<file path="src/rtl/core/hev_pkg.sv">
package hev_pkg;

    // Field widths of the encoder.
    localparam int DATA_W       = 57;
    localparam int CODE_W       = 63;
    localparam int LEN_W        = 6;
    localparam int PAR_W        = 3;
    localparam int NUM_PAR      = 6;

    // Longest message whose code still fits in CODE_W bits, and the reset length.
    localparam int MAX_DATA_LEN = 57;
    localparam int LEN_RESET    = 4;

    // Lengths derived from the configured message length.
    typedef struct packed {
        logic [LEN_W-1:0] len;
        logic [LEN_W-1:0] n;
        logic [PAR_W-1:0] r;
    } t_len_info;

    // One word in flight between pipeline stages.
    typedef struct packed {
        logic              valid;
        logic [CODE_W-1:0] cw;
        logic [LEN_W-1:0]  n;
        logic [PAR_W-1:0]  r;
    } t_stage;

endpackage

</file>
<file path="src/rtl/core/hev_cfg.sv">
module hev_cfg (
    input  logic                     i_clk,
    input  logic                     i_rst_n,
    input  logic                     i_cfg_we,
    input  logic [hev_pkg::LEN_W-1:0] i_cfg_data,
    output hev_pkg::t_len_info       o_info
);

    logic [hev_pkg::LEN_W-1:0] r_data_len;
    logic [hev_pkg::LEN_W-1:0] sat_len;
    logic [hev_pkg::PAR_W-1:0] par_cnt;

    // Message length register.
    always_ff @(posedge i_clk) begin
        if (!i_rst_n) begin
            r_data_len <= hev_pkg::LEN_W'(hev_pkg::LEN_RESET);
        end else if (i_cfg_we) begin
            r_data_len <= i_cfg_data;
        end
    end

    // Saturate the length so the code fits, then pick the fewest parity bits.
    always_comb begin
        if (r_data_len > hev_pkg::LEN_W'(hev_pkg::MAX_DATA_LEN)) begin
            sat_len = hev_pkg::LEN_W'(hev_pkg::MAX_DATA_LEN);
        end else begin
            sat_len = r_data_len;
        end

        priority if (sat_len == '0) begin
            par_cnt = 3'd0;
        end else if (sat_len == 6'd1) begin
            par_cnt = 3'd2;
        end else if (sat_len <= 6'd4) begin
            par_cnt = 3'd3;
        end else if (sat_len <= 6'd11) begin
            par_cnt = 3'd4;
        end else if (sat_len <= 6'd26) begin
            par_cnt = 3'd5;
        end else begin
            par_cnt = 3'd6;
        end

        o_info.len = sat_len;
        o_info.r   = par_cnt;
        o_info.n   = sat_len + hev_pkg::LEN_W'(par_cnt);
    end

endmodule

</file>
<file path="src/rtl/core/hev_spread.sv">
module hev_spread (
    input  logic                      i_clk,
    input  logic                      i_rst_n,
    input  logic                      i_valid,
    input  logic [hev_pkg::DATA_W-1:0] i_data_word,
    input  hev_pkg::t_len_info        i_info,
    output hev_pkg::t_stage           o_stage
);

    logic [hev_pkg::DATA_W-1:0] mask;
    logic [hev_pkg::DATA_W-1:0] masked;
    logic [hev_pkg::CODE_W-1:0] n_cw;

    logic                       r_valid;
    logic [hev_pkg::CODE_W-1:0] r_cw;
    logic [hev_pkg::LEN_W-1:0]  r_n;
    logic [hev_pkg::PAR_W-1:0]  r_r;

    // Keep only the message bits, then drop them into the non-power-of-two positions.
    always_comb begin
        int j;
        j      = 0;
        mask   = ~({hev_pkg::DATA_W{1'b1}} << i_info.len);
        masked = i_data_word & mask;
        n_cw   = '0;
        for (int pos = 1; pos <= hev_pkg::CODE_W; pos++) begin
            if ((pos & (pos - 1)) != 0) begin
                n_cw[pos-1] = masked[j];
                j++;
            end
        end
    end

    // Stage one valid bit.
    always_ff @(posedge i_clk) begin
        if (!i_rst_n) begin
            r_valid <= 1'b0;
        end else begin
            r_valid <= i_valid;
        end
    end

    // Stage one payload.
    always_ff @(posedge i_clk) begin
        r_cw <= n_cw;
        r_n  <= i_info.n;
        r_r  <= i_info.r;
    end

    assign o_stage.valid = r_valid;
    assign o_stage.cw    = r_cw;
    assign o_stage.n     = r_n;
    assign o_stage.r     = r_r;

endmodule

</file>
<file path="src/rtl/core/hev_parity.sv">
module hev_parity (
    input  logic                       i_clk,
    input  logic                       i_rst_n,
    input  hev_pkg::t_stage            i_stage,
    output hev_pkg::t_stage            o_stage,
    output logic [hev_pkg::NUM_PAR-1:0] o_par
);

    logic [hev_pkg::NUM_PAR-1:0] n_par;

    logic                        r_valid;
    logic [hev_pkg::CODE_W-1:0]  r_cw;
    logic [hev_pkg::LEN_W-1:0]   r_n;
    logic [hev_pkg::PAR_W-1:0]   r_r;
    logic [hev_pkg::NUM_PAR-1:0] r_par;

    // Positions covered by parity bit p: every index with bit p set.
    function automatic logic [hev_pkg::CODE_W-1:0] cover_mask(input int p);
        logic [hev_pkg::CODE_W-1:0] m;
        m = '0;
        for (int k = 1; k <= hev_pkg::CODE_W; k++) begin
            if (((k >> p) & 1) == 1) begin
                m[k-1] = 1'b1;
            end
        end
        return m;
    endfunction

    // Even parity trees. Data past the code length is already zero, so
    // parity bits beyond the parity count come out zero as well.
    always_comb begin
        for (int p = 0; p < hev_pkg::NUM_PAR; p++) begin
            n_par[p] = ^(i_stage.cw & cover_mask(p));
        end
    end

    // Stage two valid bit.
    always_ff @(posedge i_clk) begin
        if (!i_rst_n) begin
            r_valid <= 1'b0;
        end else begin
            r_valid <= i_stage.valid;
        end
    end

    // Stage two payload.
    always_ff @(posedge i_clk) begin
        r_cw  <= i_stage.cw;
        r_n   <= i_stage.n;
        r_r   <= i_stage.r;
        r_par <= n_par;
    end

    assign o_stage.valid = r_valid;
    assign o_stage.cw    = r_cw;
    assign o_stage.n     = r_n;
    assign o_stage.r     = r_r;
    assign o_par         = r_par;

endmodule

</file>
<file path="src/rtl/core/hamming_encoder_variable_length_core.sv">
// Even-parity Hamming encoder for messages of 1 to 57 bits. A word is taken
// at each clock edge where start is high; busy is never raised, so a new word
// may come every cycle. Its result appears on the o_ ports with o_valid high
// for one cycle, once it has passed the three register stages (message mask
// and bit placement, parity trees, output).
// The receiver cannot stall and must take each result in that cycle. The
// message length register may only be written while no word is in flight;
// lengths above 57 are treated as 57, and a length of 0 gives an all-zero result.
module hamming_encoder_variable_length_core (
    input  logic                       i_clk,
    input  logic                       i_rst_n,
    input  logic                       start,
    output logic                       busy,
    input  logic                       i_cfg_we,
    input  logic [hev_pkg::LEN_W-1:0]  i_cfg_data,
    input  logic [hev_pkg::DATA_W-1:0] i_data_word,
    output logic                       o_valid,
    output logic [hev_pkg::CODE_W-1:0] o_codeword,
    output logic [hev_pkg::LEN_W-1:0]  o_code_length,
    output logic [hev_pkg::PAR_W-1:0]  o_parity_count
);

    hev_pkg::t_len_info          info;
    hev_pkg::t_stage             s1;
    hev_pkg::t_stage             s2;
    logic [hev_pkg::NUM_PAR-1:0] s2_par;
    logic [hev_pkg::CODE_W-1:0]  n_codeword;

    logic                        r_valid;
    logic [hev_pkg::CODE_W-1:0]  r_codeword;
    logic [hev_pkg::LEN_W-1:0]   r_code_length;
    logic [hev_pkg::PAR_W-1:0]   r_parity_count;

    // The pipeline never backs up.
    assign busy = 1'b0;

    hev_cfg u_cfg (
        .i_clk      (i_clk),
        .i_rst_n    (i_rst_n),
        .i_cfg_we   (i_cfg_we),
        .i_cfg_data (i_cfg_data),
        .o_info     (info)
    );

    hev_spread u_spread (
        .i_clk       (i_clk),
        .i_rst_n     (i_rst_n),
        .i_valid     (start & ~busy),
        .i_data_word (i_data_word),
        .i_info      (info),
        .o_stage     (s1)
    );

    hev_parity u_parity (
        .i_clk   (i_clk),
        .i_rst_n (i_rst_n),
        .i_stage (s1),
        .o_stage (s2),
        .o_par   (s2_par)
    );

    // Insert the parity bits at the power-of-two positions.
    always_comb begin
        n_codeword = s2.cw;
        for (int p = 0; p < hev_pkg::NUM_PAR; p++) begin
            n_codeword[(1 << p) - 1] = s2_par[p];
        end
    end

    // Output strobe.
    always_ff @(posedge i_clk) begin
        if (!i_rst_n) begin
            r_valid <= 1'b0;
        end else begin
            r_valid <= s2.valid;
        end
    end

    // Output word.
    always_ff @(posedge i_clk) begin
        r_codeword     <= n_codeword;
        r_code_length  <= s2.n;
        r_parity_count <= s2.r;
    end

    assign o_valid        = r_valid;
    assign o_codeword     = r_codeword;
    assign o_code_length  = r_code_length;
    assign o_parity_count = r_parity_count;

    // Every result comes from an earlier word taken on start.
    a_latency: assert property (@(posedge i_clk) disable iff (!i_rst_n)
        o_valid |-> $past(start, 3))
        else $error("result without a word taken three cycles earlier");

    // A taken word reaches the first stage.
    a_enter: assert property (@(posedge i_clk) disable iff (!i_rst_n)
        start |=> s1.valid)
        else $error("taken word lost at the first stage");

    // Nothing is set above the code length.
    a_upper_zero: assert property (@(posedge i_clk) disable iff (!i_rst_n)
        o_valid |-> ((o_codeword >> o_code_length) == '0))
        else $error("codeword bits set above the code length");

    // The code length covers the parity bits.
    a_len_order: assert property (@(posedge i_clk) disable iff (!i_rst_n)
        o_valid |-> (o_code_length >= hev_pkg::LEN_W'(o_parity_count)))
        else $error("code length below parity count");

endmodule
</file>
<file path="config.mk">
export PLATFORM = sky130hd
export DESIGN_NAME = hamming_encoder_variable_length_core
export DESIGN_NICKNAME = d
export VERILOG_FILES = /design/src/rtl/core/hev_pkg.sv /design/src/rtl/core/hev_cfg.sv /design/src/rtl/core/hev_spread.sv /design/src/rtl/core/hev_parity.sv /design/src/rtl/core/hamming_encoder_variable_length_core.sv
export SDC_FILE = /design/constraint.sdc
export NUM_CORES = 1
export LEC_CHECK = 0
export BUFFER_PORTS_ARGS = -buffer_cell sky130_fd_sc_hd__buf_4
export CAP_MARGIN = 30
export CORE_MARGIN = 4
export CORE_UTILIZATION = 47
export CTS_CLUSTER_SIZE = 14
export DETAILED_ROUTE_END_ITERATION = 10
export GPL_TIMING_DRIVEN = 0
export PLACE_DENSITY = 0.71
export SYNTH_ARGS = -nofsm -noshare
export SYNTH_HDL_FRONTEND = slang
export SYNTH_SLANG_ARGS = --single-unit
</file>
<file path="constraint.sdc">
create_clock -name i_clk -period 2.6 [get_ports i_clk]
set_clock_uncertainty 0.1 [all_clocks]
set_input_delay 0.26 -clock i_clk [delete_from_list [all_inputs] [get_ports i_clk]]
set_output_delay 0.26 -clock i_clk [all_outputs]
set_load 0.02 [all_outputs]
</file>
==> impl_metrics.yaml <==
min_path:
  hold-path-endpoint: "u_cfg.r_data_len[1]"
  holdPathStages: 3
  hold_path.class: "in2reg"
  holdCritStartpoint: "i_cfg_we"
timing:
  fin_ws_ns: 0.1316
  timing.final.crit_share: 0.9494
  fin_crit_ns: 2.468
  tightest_slew_ns: 0.7399
  timing.fmax_mhz: 405.1
  hold_viol: 0
  max-slew-margin-rel: 0.5030
  timing.hold.ws_ns: 0.2099
  report.final.setup_viol: 0
  setup-tns-final_ns: 0
  drv_slew: 0
logic_synthesis:
  yosysWarningCount: 0
  synth.area.top_cells: "dfxtp_1 (68%), xnor2_1 (10%), xnor3_1 (2.5%)"
  synth_ff_type: "dfxtp_1"
  synthTopCellsByCount: "dfxtp_1 (219), xnor2_1 (76), a21oi_1 (26), nand2_1 (25), nor2b_1 (19)"
  synthArstFlopShare: 0
  synth_top_area_frac: 0.6838
  yosysSeqAreaShare: 0.6838
  synth_enable_flop_cells: 0
  synth_cell_type_count: 36
  yosysTopAreaCell: "dfxtp_1"
  synthCells: 493
  syn-num-nets: 564
  syn_area_um2: 6411
  yosysMostFrequentCell: "dfxtp_1"
  syn_area_per_cell_um2: 13.00
  ys_ff_latch: 219
floorplanning:
  io_pins: 141
  core_area_um2: 13300
  rows: 42
  die_x_um: 124.8
  die_h_um: 124.8
  start_util: 0.4822
  dieArea_um2: 15570
flow_run:
  maxCapViolCount: 0
cts:
  clk_path_buf_depth: 3
  cts_tree: "done"
  clk-insertion-delay-late_ns: 0.48
  clock_sinks: 219
  clock-root-buffer: "clkbuf_16"
  cts_made_buffers: 21
  clkTransAtPathRegs_ns: 0.06
  htree_num_levels: 1
pwr:
  power_switching_mw: 1.876
  power_density_nw_per_um2: 879.4
  power_frac_clock: 0.378
  intPower_mw: 6.168
  p_comb_frac: 0.151
  vdd_ir_drop_max_uv: 874.2
  leakagePower_nw: 3.979
  pwr-share-seq: 0.471
  totalPowerFinal_mw: 8.045
  netSwitchingFraction: 0.2333
setup_path:
  critPathKind: "reg2reg"
  reg2reg_from: "u_cfg.r_data_len[2]"
  critical_path_buf_inv_count: 2
  worstPathRequired_ns: 2.87
  crit_chain: "buf_6 > clkinvlp_4 > a21oi_1 > o21ai_0 > a21oi_1 > nor2_1 > ha_1 > fa_1 > a21oi_1 > nor2b_1 > xnor2_1"
  cp_slowest_stage_delay_ns: 0.42
  path_max_fanout: 10
  endpoint_kind: "flop"
  r2r_cells: 11
  path_common_cell: "a21oi_1"
  critPathArrivalTime_ns: 2.74
  rrSetupSlack_ns: 0.13
  r2r_end: "u_spread.r_n[4]"
  crit_family: "adder cells"
  critPathLaunchType: "flop"
  cp_slowest_cell: "dfxtp_1"
place:
  hpwl_mm: 11.17
  place_congestion: 0.8886
  port_buffers: 138
  place_ws_ns: -0.4689
layout:
  drive_above_1_share: 0.2622
  n_antenna_cell: 0
  final_util: 0.6880
  fill_cells: 989
  finalNetCount: 797
  areaGrowthSynthToFinish_pct: 42.68
global_route:
  grt_start_max_net_pins: 15
  grt_pass1_vias: 4504
  grt_pass1_wl_mm: 25.09
  grtUsageTotal: 0.2065
  antenna_found_initial: 0
  grt_overflow: 0
route:
  detail-route-antenna-nets: 0
  drtIter0Drc: 220
  wl_mm: 16.11
  wire_per_inst_um: 17.67
  viasPerCell: 4.533
  drcViolationCount: 0
  via_count: 4134
  first_pass_iters: 4
status:
  outcome: "completed"
==> through the flow <==
step	instance area [um^2]	instances
global route	9148	912
CTS	9085	911
global placement	7667	807
detailed placement	7667	807
finish	9148	912
floorplan	6411	493
==> worst max path at each step <==
| stage | startpoint | to | slack (ns) | cells after the start |
|---|---|---|---|---|
| finish | u_cfg.r_data_len[2] | u_spread.r_n[4] | 0.13 | 11 |
| global route | u_cfg.r_data_len[2] | u_spread.r_n[4] | -0.02 | 11 |
| CTS | u_cfg.r_data_len[1] | u_spread.r_n[5] | -0.04 | 9 |
| detailed placement | u_cfg.r_data_len[1] | u_spread.r_n[5] | -0.47 | 9 |
| global placement | u_cfg.r_data_len[1] | u_spread.r_n[5] | -0.51 | 9 |
| floorplan | u_cfg.r_data_len[1] | u_spread.r_n[5] | 0.14 | 9 |
==> cells in the final DEF (no fill, tap or decap), types with 16 or more instances in the layout <==
master and instances:
clkbuf_16 21, nand2_1 25, nor2b_1 18, dfxtp_1 218, buf_4 144, a21oi_1 24
dlygate4sd3_1 71, xnor2_1 76, xor2_1 17, nor2_1 16
==> logic make-up after synthesis <==
| kind of cell | Yosys count | share of synthesized area |
|---|---|---|
| flops | 219 | 0.6838 |
| xor+xnor | 105 | 0.1643 |
| simple gates | 85 | 0.06616 |
| compound gates | 57 | 0.05777 |
| buf+inv | 17 | 0.01054 |
| mux | 5 | 0.007807 |
| fa+ha+maj | 4 | 0.008978 |
| other cells | 1 | 0.0005849 |
==> metal layers <==
layer	share of wire	up-vias	wire length [um]	global-route usage
li1	-	2049	-	-
met1	0.41	1886	6599	0.2502
met2	0.49	167	7819	0.3546
met3	0.073	32	1180	0.05360
met4	0.032	0	514	0.07415
met5	0	-	0	0
==> area by class of cell <==
class / count / area (um^2) / area share
plain buffers: 14 / 76.32 / 0.008344
clock buffers: 26 / 574.3 / 0.06278
clock inverters: 7 / 117.6 / 0.01286
inverters: 2 / 15.01 / 0.001641
multi-input cells: 257 / 1997 / 0.2183
flip-flops and latches: 219 / 4385 / 0.4794
well taps: 176 / 220.2 / 0.02407
repair buffers: 211 / 1762 / 0.1926
==> power groups by stage <==
| stage | combinational [mW] | clock (mW) | sequential (mW) |
|---|---|---|---|
| 2_1_floorplan | 0.565 | 0 | 3.97 |
| 3_3_place_gp | 1.12 | 0 | 3.85 |
| 3_5_place_dp | 1.11 | 0 | 3.86 |
| 4_1_cts | 1.21 | 3.08 | 3.79 |
| 5_1_grt | 1.31 | 3.23 | 3.82 |
| 6_report | 1.22 | 3.04 | 3.79 |
==> what timing repair did <==
action	in CTS	in global routing
setup buffers	0	2
setup endpoints to repair	5	3
gates resized for setup	6	24
endpoints found under the hold margin	66	0
hold buffers	71	0
pin swaps	0	0
==> flip-flops by register name, indices dropped and copies added (netlist names) <==
register          flops
u_parity.r_n          6
o_codeword           63
u_parity.r_cw        57
o_code_length         6
o_parity_count        3
u_spread.r_r          3
u_spread.r_n          6
u_cfg.r_data_len      6
u_parity.r_valid      1
u_spread.r_cw        57
u_parity.o_par        6
u_spread.r_valid      1
o_valid               1
u_parity.r_r          3
==> worst reg2reg max path, stage by stage (launching register included) <==
cell	delay [ns]
dfxtp_1	0.42
buf_6	0.18
clkinvlp_4	0.16
a21oi_1	0.17
o21ai_0	0.11
a21oi_1	0.15
nor2_1	0.10
ha_1	0.23
fa_1	0.40
a21oi_1	0.17
nor2b_1	0.07
xnor2_1	0.12
Note: power is estimated with default switching activity, not from simulation.
